==> config.mk <==
export PLATFORM = sky130hd
export DESIGN_NAME = uniform_bin_histogram_flat
export DESIGN_NICKNAME = d
export VERILOG_FILES = /design/src/rtl/ubh_pkg.sv /design/src/rtl/ubh_ifs.sv /design/src/rtl/uniform_bin_histogram.sv /design/src/flat_wrapper.sv
export SDC_FILE = /design/constraint.sdc
export NUM_CORES = 1
export LEC_CHECK = 0
export BUFFER_PORTS_ARGS = -buffer_cell sky130_fd_sc_hd__buf_2
export CAP_MARGIN = 20
export CORE_ASPECT_RATIO = 0.5
export CORE_MARGIN = 8
export CORE_UTILIZATION = 56
export DETAILED_ROUTE_END_ITERATION = 10
export GPL_TIMING_DRIVEN = 0
export PLACE_DENSITY_LB_ADDON = 0.08
export SYNTH_ARGS = -nofsm -noshare
export SYNTH_HDL_FRONTEND = slang
export SYNTH_SLANG_ARGS = --single-unit
==> constraint.sdc <==
create_clock -name clk -period 3.1 [get_ports clk]
set_input_delay 0.31 -clock clk [delete_from_list [all_inputs] [get_ports clk]]
set_output_delay 0.31 -clock clk [all_outputs]
set_load 0.1 [all_outputs]
==> src/rtl/ubh_pkg.sv <==
// Package for the equal-width histogram: field widths, status and register codes,
// and the controller state type. It depends on nothing else.
`default_nettype none
package ubh_pkg;

  localparam int NUM_BINS_DEF = 5;
  localparam int DATA_W       = 16;
  localparam int BIN_OUT_W    = 3;
  localparam int STAT_W       = 2;
  localparam int CFG_IDX_W    = 1;

  localparam logic [DATA_W-1:0] COUNT_MAX = 16'hFFFF;
  localparam logic [DATA_W-1:0] MIN_RST   = 16'h0000;
  localparam logic [DATA_W-1:0] MAX_RST   = 16'h0500;

  localparam logic [STAT_W-1:0] STAT_IN_RANGE = 2'd0;
  localparam logic [STAT_W-1:0] STAT_BELOW    = 2'd1;
  localparam logic [STAT_W-1:0] STAT_ABOVE    = 2'd2;
  localparam logic [STAT_W-1:0] STAT_INVALID  = 2'd3;

  localparam logic [CFG_IDX_W-1:0] CFG_MIN = 1'b0;
  localparam logic [CFG_IDX_W-1:0] CFG_MAX = 1'b1;

  typedef enum logic [2:0] {
    ST_IDLE,
    ST_PREP,
    ST_MUL,
    ST_DIV,
    ST_RD,
    ST_WR
  } st_t;

endpackage
`default_nettype wire

==> src/rtl/ubh_ifs.sv <==
// Valid/ready channel interfaces for the histogram's sample and result requests.
// They use the field widths from ubh_pkg.
`default_nettype none
interface ubh_in_if;
  logic                              valid;
  logic                              ready;
  logic signed [ubh_pkg::DATA_W-1:0] sample_value;

  modport source (output valid, output sample_value, input ready);
  modport sink   (input valid, input sample_value, output ready);
endinterface

interface ubh_out_if;
  logic                              valid;
  logic                              ready;
  logic [ubh_pkg::BIN_OUT_W-1:0]     bin_number;
  logic [ubh_pkg::DATA_W-1:0]        bin_total;
  logic [ubh_pkg::STAT_W-1:0]        range_status;

  modport source (output valid, output bin_number, output bin_total, output range_status,
                  input ready);
  modport sink   (input valid, input bin_number, input bin_total, input range_status,
                  output ready);
endinterface
`default_nettype wire

==> src/rtl/uniform_bin_histogram.sv <==
// Equal-width histogram: bins a signed Q8.8 sample between two programmable edges
// and counts it. Depends on ubh_pkg and the channel interfaces in ubh_ifs.sv.
//
// Channel   Dir  Handshake           Payload
// in_ch     in   valid/ready         sample_value (s16)
// out_ch    out  valid/ready         bin_number (u3), bin_total (u16), range_status (u2)
// cfg_*     in   cfg_we              cfg_index (u1), cfg_wdata (16)
//
// A sample inside the range passes PREP, MUL, the DIV steps, RD and WR before its result is loaded;
// NW = 16 + clog2(NUM_BINS) (19 at five bins) is the bit-serial restoring divider's numerator width.
// A sample outside the range, or an invalid range, goes from PREP straight to RD and WR.
// One request is worked at a time; the next is accepted once the result register is loaded.
// A stalled result holds in the output register while a new request is accepted.
// Synchronous active-low reset clears the controller and all bin counters via valid bits.
`default_nettype none
module uniform_bin_histogram #(
  parameter int NUM_BINS = ubh_pkg::NUM_BINS_DEF
) (
  input  wire logic                           clk,
  input  wire logic                           rst_n,
  ubh_in_if.sink                              in_ch,
  ubh_out_if.source                           out_ch,
  input  wire logic                           cfg_we,
  input  wire logic [ubh_pkg::CFG_IDX_W-1:0]  cfg_index,
  input  wire logic [ubh_pkg::DATA_W-1:0]     cfg_wdata
);
  import ubh_pkg::*;

  localparam int BIN_W = (NUM_BINS > 1) ? $clog2(NUM_BINS) : 1;
  localparam int NW    = DATA_W + $clog2(NUM_BINS);
  localparam int CNT_W = $clog2(NW);
  localparam int EXT_W = BIN_W + BIN_OUT_W;
  localparam logic [BIN_W-1:0] LAST_BIN = BIN_W'(NUM_BINS - 1);

  st_t state_r, state_nxt;

  logic signed [DATA_W-1:0] min_r, max_r, samp_r;
  logic [STAT_W-1:0]        status_r;
  logic [DATA_W-1:0]        offset_r, span_r, rem_r;
  logic [NW-1:0]            num_r;
  logic [BIN_W-1:0]         quo_r, bin_r;
  logic [CNT_W-1:0]         cnt_r;
  logic [DATA_W-1:0]        rd_data_r;
  logic                     rd_vld_r;
  logic [NUM_BINS-1:0]      vld_r;
  logic [DATA_W-1:0]        mem [NUM_BINS];

  logic                     out_valid_r;
  logic [BIN_OUT_W-1:0]     out_bin_r;
  logic [DATA_W-1:0]        out_total_r;
  logic [STAT_W-1:0]        out_stat_r;

  logic                     accept, load_out;
  logic [DATA_W:0]          rem_sh, rem_sub;
  logic                     ge;
  logic [BIN_W-1:0]         quo_nxt;
  logic [DATA_W-1:0]        cur_cnt, new_cnt;
  logic [EXT_W-1:0]         bin_ext;
  logic [DATA_W:0]          diff_off, diff_span;

  assign in_ch.ready         = (state_r == ST_IDLE);
  assign accept              = in_ch.valid && in_ch.ready;
  assign out_ch.valid        = out_valid_r;
  assign out_ch.bin_number   = out_bin_r;
  assign out_ch.bin_total    = out_total_r;
  assign out_ch.range_status = out_stat_r;

  // One restoring step: bring in the next numerator bit and try to take off the span.
  assign rem_sh  = {rem_r, num_r[NW-1]};
  assign rem_sub = rem_sh - {1'b0, span_r};
  assign ge      = (rem_sh >= {1'b0, span_r});
  assign quo_nxt = BIN_W'({quo_r, ge});

  assign diff_off  = (DATA_W+1)'(signed'(samp_r)) - (DATA_W+1)'(signed'(min_r));
  assign diff_span = (DATA_W+1)'(signed'(max_r)) - (DATA_W+1)'(signed'(min_r));

  assign cur_cnt  = rd_vld_r ? rd_data_r : '0;
  assign new_cnt  = (cur_cnt == COUNT_MAX) ? cur_cnt : cur_cnt + 1'b1;
  assign bin_ext  = EXT_W'(bin_r);
  assign load_out = (state_r == ST_WR) && (!out_valid_r || out_ch.ready);

  always_comb begin
    state_nxt = state_r;
    unique case (state_r)
      ST_IDLE: if (accept) state_nxt = ST_PREP;
      ST_PREP: begin
        if (max_r > min_r && samp_r >= min_r && samp_r < max_r) state_nxt = ST_MUL;
        else state_nxt = ST_RD;
      end
      ST_MUL:  state_nxt = ST_DIV;
      ST_DIV:  if (cnt_r == '0) state_nxt = ST_RD;
      ST_RD:   state_nxt = ST_WR;
      ST_WR:   if (load_out) state_nxt = ST_IDLE;
      default: state_nxt = ST_IDLE;
    endcase
  end

  always_ff @(posedge clk) begin
    if (!rst_n) begin
      state_r     <= ST_IDLE;
      out_valid_r <= 1'b0;
      vld_r       <= '0;
      min_r       <= MIN_RST;
      max_r       <= MAX_RST;
    end else begin
      state_r <= state_nxt;
      if (load_out) out_valid_r <= 1'b1;
      else if (out_ch.ready) out_valid_r <= 1'b0;
      if (state_r == ST_WR) vld_r[bin_r] <= 1'b1;
      if (cfg_we) begin
        unique case (cfg_index)
          CFG_MIN: min_r <= cfg_wdata;
          CFG_MAX: max_r <= cfg_wdata;
        endcase
      end
    end
  end

  always_ff @(posedge clk) begin
    unique case (state_r)
      ST_IDLE: if (accept) samp_r <= in_ch.sample_value;
      ST_PREP: begin
        offset_r <= diff_off[DATA_W-1:0];
        span_r   <= diff_span[DATA_W-1:0];
        priority if (max_r <= min_r) begin
          status_r <= STAT_INVALID;
          bin_r    <= '0;
        end else if (samp_r < min_r) begin
          status_r <= STAT_BELOW;
          bin_r    <= '0;
        end else if (samp_r >= max_r) begin
          status_r <= STAT_ABOVE;
          bin_r    <= LAST_BIN;
        end else begin
          status_r <= STAT_IN_RANGE;
        end
      end
      ST_MUL: begin
        num_r <= NW'(offset_r * NUM_BINS);
        rem_r <= '0;
        quo_r <= '0;
        cnt_r <= CNT_W'(NW - 1);
      end
      ST_DIV: begin
        num_r <= {num_r[NW-2:0], 1'b0};
        rem_r <= ge ? rem_sub[DATA_W-1:0] : rem_sh[DATA_W-1:0];
        quo_r <= quo_nxt;
        cnt_r <= cnt_r - 1'b1;
        if (cnt_r == '0) bin_r <= quo_nxt;
      end
      ST_RD: begin
        rd_data_r <= mem[bin_r];
        rd_vld_r  <= vld_r[bin_r];
      end
      ST_WR: begin
        mem[bin_r] <= new_cnt;
        if (load_out) begin
          out_bin_r   <= bin_ext[BIN_OUT_W-1:0];
          out_total_r <= new_cnt;
          out_stat_r  <= status_r;
        end
      end
      default: ;
    endcase
  end

  a_accept_prep: assert property (@(posedge clk) disable iff (!rst_n)
    accept |=> state_r == ST_PREP)
    else $error("accepted request did not start classification");

  a_rem_below_span: assert property (@(posedge clk) disable iff (!rst_n)
    state_r == ST_DIV |-> rem_r < span_r)
    else $error("divider remainder reached the span");

  a_div_in_range: assert property (@(posedge clk) disable iff (!rst_n)
    state_r == ST_DIV |-> status_r == STAT_IN_RANGE)
    else $error("out-of-range sample entered the divider");

  a_total_nonzero: assert property (@(posedge clk) disable iff (!rst_n)
    load_out |=> out_valid_r && out_total_r != '0)
    else $error("loaded result carries a zero count");

  a_above_last: assert property (@(posedge clk) disable iff (!rst_n)
    load_out && status_r == STAT_ABOVE |-> bin_r == LAST_BIN)
    else $error("sample above range not counted in the last bin");

endmodule
`default_nettype wire

==> src/flat_wrapper.sv <==
// flat-port wrapper written by rule: the top's interface ports become plain ports
module uniform_bin_histogram_flat import ubh_pkg::*;
#(
  parameter int NUM_BINS = ubh_pkg::NUM_BINS_DEF
)
  (clk, rst_n, cfg_we, cfg_index, cfg_wdata, in_ch_valid, in_ch_sample_value, in_ch_ready, out_ch_valid, out_ch_bin_number, out_ch_bin_total, out_ch_range_status, out_ch_ready);
  ubh_in_if in_ch_i ();
  ubh_out_if out_ch_i ();
  input  wire logic clk;
  input  wire logic rst_n;
  input  wire logic cfg_we;
  input  wire logic [ubh_pkg::CFG_IDX_W-1:0] cfg_index;
  input  wire logic [ubh_pkg::DATA_W-1:0] cfg_wdata;
  input wire logic [$bits(in_ch_i.valid)-1:0] in_ch_valid;
  input wire logic [$bits(in_ch_i.sample_value)-1:0] in_ch_sample_value;
  output wire logic [$bits(in_ch_i.ready)-1:0] in_ch_ready;
  output wire logic [$bits(out_ch_i.valid)-1:0] out_ch_valid;
  output wire logic [$bits(out_ch_i.bin_number)-1:0] out_ch_bin_number;
  output wire logic [$bits(out_ch_i.bin_total)-1:0] out_ch_bin_total;
  output wire logic [$bits(out_ch_i.range_status)-1:0] out_ch_range_status;
  input wire logic [$bits(out_ch_i.ready)-1:0] out_ch_ready;
  assign in_ch_i.valid = in_ch_valid;
  assign in_ch_i.sample_value = in_ch_sample_value;
  assign in_ch_ready = in_ch_i.ready;
  assign out_ch_valid = out_ch_i.valid;
  assign out_ch_bin_number = out_ch_i.bin_number;
  assign out_ch_bin_total = out_ch_i.bin_total;
  assign out_ch_range_status = out_ch_i.range_status;
  assign out_ch_i.ready = out_ch_ready;
  uniform_bin_histogram #(.NUM_BINS(NUM_BINS)) u_core (.clk(clk), .rst_n(rst_n), .in_ch(in_ch_i), .out_ch(out_ch_i), .cfg_we(cfg_we), .cfg_index(cfg_index), .cfg_wdata(cfg_wdata));
endmodule
==> impl_metrics.toml, run 1 <==
[final_layout]
antenna_cells = 0
n_fill_cell = 1778
multi_input_area_sq_um = 5657
drive_above_1_share_pct = 11.82
finalNetCount = 1396
stdcell_count = 1584
seqCellArea_sq_um = 7217
final_util_pct = 65.27
stdcell_area_sq_um = 15000
area_growth_pct = 13.75

[hold_path]
holdCritStartpoint = "cfg_wdata[10]"
hp-class = "primary input to flop"
worstHoldEndpoint = "u_core.max_r[10]"
hold_depth = 3

[yosys]
synth_area_sq_um = 13190
ys_ff_latch = 254
synth_ff_type = "edfxtp_1"
synthTopCellsByCount = "edfxtp_1, nand2_1, ha_1"
synth.area.top_cells = "edfxtp_1, ha_1, dfxtp_1"
yosysMostFrequentCell = "edfxtp_1"
ys_seq_area_share_pct = 54.72
synth-edff-count = 213
yosys_warnings = 0
postSynthCellCount = 1152
synth_top_area_cell = "edfxtp_1"
syn_nets = 1288
synth.top_cell.area_share_pct = 48.50
synthArstFlopShare_pct = 0
syn_avg_cell_area_sq_um = 11.45
ys_types = 73

[detailed_routing]
drtAntennaViolNets = 0
avgViaCountPerCell = 5.659
vias = 8964
wl_mm = 28.39
wire_per_inst_um = 17.92
dr.pass1.iters = 5
drt_iter0_drc = 671
drcViolationCount = 0

[pwr]
p_switching_mw = 2.795
p_sw_share_pct = 29.59
power_density_nw_per_um2 = 629.5
leakage_nw = 5.646
p_comb_share_pct = 25.2
power_mw = 9.443
pwr-share-clk_pct = 30.6
intPower_mw = 6.648
peakVddDrop_mv = 0.3747
power_frac_seq_pct = 44.3

[timing]
finalSetupTns_ns = 0
slew_viol_final = 0
maxSlewHeadroom_pct = 36.25
worst_slack_ns = 0.1442
clock_skew_ns = 0.01670
min_period_ns = 2.956
hold_viol = 0
finalCritPeriodShare_pct = 95.35
clock.fmax_mhz = 338.3
holdWs_ns = 0.02991
worst_slew_pin_slew_ns = 0.9563
grt_setup_unrepaired = "no"
setup_viol = 0

[clock_network]
root_buffer = "clkbuf_16"
cts_made_buffers = 23
cts.clk_slew.worst_paths_ns = 0.07
cts.htree.levels = 1
cts_setup_buffers = 0
cts_tree = "built"
clock_sinks = 254
cts_max_path_buffers = 3
clk_latency_ns = 0.53

[global_route]
grt_pass1_vias = 9154
grt_usage_pct = 19.56
antenna_found_initial = 0
grt_max_degree = 35
grt_overflow = 0
grt_pass1_wl_mm = 46.53

[placed_design]
gp_congestion = 0.8781
numPlacedInstances = 1526
hpwlAfterDp_mm = 20.81
place_area_sq_um = 14050
io_buffers = 60
dp_worst_setup_slack_ns = -0.1963

[floorplanning]
fp.coreArea_sq_um = 22980
ios = 61
die_w_um = 233.0
start_util_pct = 57.38
dieArea_sq_um = 29010
die_height_um = 124.5
num_rows = 39

[critical_path]
required_ns = 3.33
path_max_fanout = 3
endpoint_kind = "flop"
reg2reg_from = "u_core.max_r[15]"
reg2regPathDepth = 9
worstSetupPathType = "flop to flop"
rrSetupSlack_ns = 0.14
start_kind = "flop"
crit_arrival_ns = 3.18
r2r_end = "u_core.bin_r[1]"

[flow_run]
cap_violations = 0

[run_status]
status = "finished clean"
repair_timing:
item | CTS | global route
cloned | 0 | 0
endpoints found under the hold margin | 16 | 0
pin swaps | 0 | 1
hold buffers | 16 | 0
setup endpoints to repair | 7 | 7
gates resized for setup | 3 | 6
flip-flops by register name (all words and copies together), names as in the netlist, 3 cells and up:
register and count:
u_core.mem 80, u_core.num_r 19, u_core.max_r 16, u_core.min_r 16
u_core.offset_r 16, u_core.out_ch.bin_total 16, u_core.rd_data_r 16, u_core.rem_r 16
u_core.samp_r 16, u_core.span_r 16, u_core.cnt_r 5, u_core.vld_r 5
u_core.bin_r 3, u_core.out_ch.bin_number 3, u_core.state_r 3
logic make-up after synthesis:
group	share of synthesized area [%]
flops	54.72
fa+ha+maj	9.526
compound gates	13.54
simple gates	11.89
xor+xnor	3.786
mux	3.359
buf+inv	3.178
power groups by stage:
stage	combinational (mW)	clock [mW]	sequential, mW
global placement	2.22	0	4.26
detailed placement	2.30	0	4.25
CTS	2.36	2.93	4.18
finish	2.38	2.89	4.18
floorplan	1.73	0	4.27
global route	2.65	3.05	4.20
routing by layer:
layer	share of wire, %	global-route usage (%)	vias to the layer above
met4	2.3	4.689	0
met2	47	33.01	204
met3	4.2	3.411	52
met1	46	25.98	4277
li1	-	-	4431
met5	0	0	-
critical path, stage by stage (launching register included):
cell	delay, ns
dfxtp_1	0.41
inv_1	0.07
ha_1	0.32
nand4_2	0.16
nor4_4	0.39
a21boi_1	0.31
a2111o_1	0.17
mux2_4	0.31
a21oi_2	0.24
a41oi_1	0.27
layout by cell type (no fill, tap or decap), drive strengths merged, types with 6 or more instances in the layout:
cell type,count
a21boi,35
nor2b,17
dlygate4sd3,16
dfxtp,41
nor4,7
clkbuf,59
nand2,129
mux2i,27
o31ai,7
a31oi,9
xnor2,38
a22oi,14
nand4,17
or3,7
clkinv,6
edfxtp,213
inv,73
mux2,7
o21ai,56
xor2,19
o21a,17
nor2,73
nand3,18
ha,94
o21bai,8
a21oi,67
and3,9
nor3,17
a21o,23
nand2b,14
o211ai,6
buf,75
and2,13
worst max path at each step:
stage	startpoint	to	depth (start not counted)
floorplan	u_core.offset_r[1]	u_core.num_r[17]	10
global placement	u_core.state_r[1]	u_core.rem_r[1]	2
detailed placement	u_core.max_r[15]	u_core.bin_r[1]	9
CTS	u_core.offset_r[1]	u_core.num_r[17]	10
global route	u_core.rd_vld_r	u_core.out_ch.bin_total[15]	8
finish	u_core.max_r[15]	u_core.bin_r[1]	9
area by class of cell:
class,count,share of cell area (%)
Buffer,34,0.9926
Clock buffer,33,4.354
Clock inverter,9,0.6423
Inverter,72,1.802
Multi-Input combinational cell,792,37.71
Sequential cell,254,48.11
Tap cell,307,2.561
Timing Repair Buffer,83,3.829
Note: power is estimated with default switching activity, not from simulation.
==> inputs of run 2 (changes only) <==
Settings changed: MAX_ROUTING_LAYER from default to met4, RECOVER_POWER from default to 25.
==> impl_metrics.toml, run 2 (synthesis results as in run 1) <==
[run_status]
status = "complete, but fails checks"
failed_checks = "capacitance limit, slew limit"

[critical_path]
path_max_fanout = 4
start_kind = "flop"
max_stage_delay_ns = 0.44
endpoint_kind = "flop"
required_ns = 3.35
crit_arrival_ns = 3.21
path_cells = "ha_1 -> ha_1 -> fa_2 -> a21oi_2 -> o21bai_2 -> a2111oi_4 -> o21ai_0 -> a21oi_1 -> xor2_1 -> o21ai_0"
worstSetupPathType = "flop to flop"
crit_path_top_delay_cell = "a2111oi_4"

[global_route]
grt_pass1_vias = 9014
antenna_found_initial = 0
grt_max_degree = 35
grt_pass1_wl_mm = 45.86
grt_overflow = 0
grt_usage_pct = 20.02

[pwr]
p_switching_mw = 2.809
peakVddDrop_mv = 0.3806
leakage_nw = 5.574
p_comb_share_pct = 24.9
power_density_nw_per_um2 = 633.3
p_sw_share_pct = 29.65
pwr-share-clk_pct = 31.0
power_frac_seq_pct = 44.1
power_mw = 9.474
intPower_mw = 6.665

[final_layout]
largest_reg_flops = 80
finalNetCount = 1396
largestRegisters = "u_core.mem: 80 flops, u_core.num_r: 19 flops"
n_fill_cell = 1799
antenna_cells = 0
drive_above_1_share_pct = 9.710
top_register = "u_core.mem"
area_growth_pct = 13.44
final_cell_mix = "edfxtp_1, nand2_1, ha_1"
final_common_cell = "edfxtp_1"

[detailed_routing]
vias = 9015
avgViaCountPerCell = 5.691
wl_mm = 28.42
wire_per_inst_um = 17.94
dr.pass1.iters = 5
drcViolationCount = 0
drt_iter0_drc = 640
drtAntennaViolNets = 0

[placed_design]
hpwlAfterDp_mm = 20.80
gp_congestion = 0.8837
io_buffers = 60

[timing]
clock_skew_ns = 0.02563
hold_viol = 0
finalCritPeriodShare_pct = 95.40
maxSlewHeadroom_pct = -31.47
worst_slew_pin_slew_ns = 1.965
grt_setup_unrepaired = "yes"
slew_viol_final = 20
clock.fmax_mhz = 338.1
setup_viol = 0
finalSetupTns_ns = 0
min_period_ns = 2.957

[floorplanning]
num_rows = 39
ios = 61
fp.coreArea_sq_um = 22980
start_util_pct = 57.38
die_height_um = 124.5
die_w_um = 233.0
dieArea_sq_um = 29010

[clock_network]
root_buffer = "clkbuf_16"
cts_tree = "built"
clk_latency_ns = 0.54
cts.htree.levels = 1
cts_max_path_buffers = 3
clock_sinks = 254
cts_setup_buffers = 0
cts.clk_slew.worst_paths_ns = 0.06
cts_made_buffers = 23

[flow_run]
cap_violations = 1

[hold_path]
hp-class = "primary input to flop"
run 2: worst paths after layout:
kind / to / depth (start not counted) / from / slack [ns]
worst min-delay path: u_core.min_r[2] / 3 / cfg_wdata[2] / 0.04
worst max register to register: u_core.num_r[15] / 10 / u_core.offset_r[1] / 0.14
worst min register to register: u_core.out_ch.range_status[0] / 0 / u_core.status_r[0] / 0.44
worst max-delay path: u_core.num_r[15] / 10 / u_core.offset_r[1] / 0.14
run 2: what timing repair did:
action	in CTS	in global routing
endpoints found under the hold margin	16	0
setup endpoints to repair	6	6
hold buffers	16	0
pin swaps	1	2
gates resized for setup	3	5
run 2: final cells by class:
| type | instances | area, sq um | area share [%] |
|---|---|---|---|
| clock inverter | 12 | 150.1 | 1.004 |
| tap | 307 | 384.1 | 2.568 |
| buffer | 34 | 148.9 | 0.9952 |
| sequential | 254 | 7217 | 48.24 |
| inverter | 72 | 270.3 | 1.806 |
| clock buffer | 30 | 611.8 | 4.090 |
| multi-input combinational | 792 | 5645 | 37.74 |
| timing repair buffer | 83 | 533.0 | 3.563 |
run 2: metrics by stage:
step | setup WS (ns) | hold slack (ns) | instances | cell area, sq um | util, %
after floorplan | 0.3042 | 0.4003 | 1152 | 13210 | -
after global placement | -0.5716 | 0.4018 | 1519 | 13890 | 60.43
after detailed placement | -0.1609 | 0.4202 | 1526 | 14050 | 61.11
after CTS | 0.02331 | 0.02416 | 1584 | 14990 | 65.22
after global routing | -0.03134 | 0.04422 | 1584 | 14960 | 65.09
final | 0.1426 | 0.04011 | 1584 | 14960 | 65.09
run 2: critical path: cells and delay by family, from the launching register on:
family                     cells  cell delay [ns]
AOI/OAI and AO/OA              6             1.18
adders and majority gates      3             0.91
DFF                            1             0.40
xor gates and xnor gates       1             0.18
run 2: power by group through the flow:
stage / registers (mW) / logic (mW) / clock network (mW)
after floorplan: 4.27 / 1.73 / 0
after global placement: 4.25 / 2.22 / 0
after detailed placement: 4.25 / 2.31 / 0
after CTS: 4.18 / 2.36 / 2.98
after global routing: 4.20 / 2.64 / 3.11
final: 4.18 / 2.36 / 2.93
run 2: layer usage:
layer / share of wire, % / global-route usage, %
met4: 2.1 / 4.652
met1: 46 / 26.00
met5: 0 / -
met3: 4.7 / 3.001
met2: 47 / 32.96
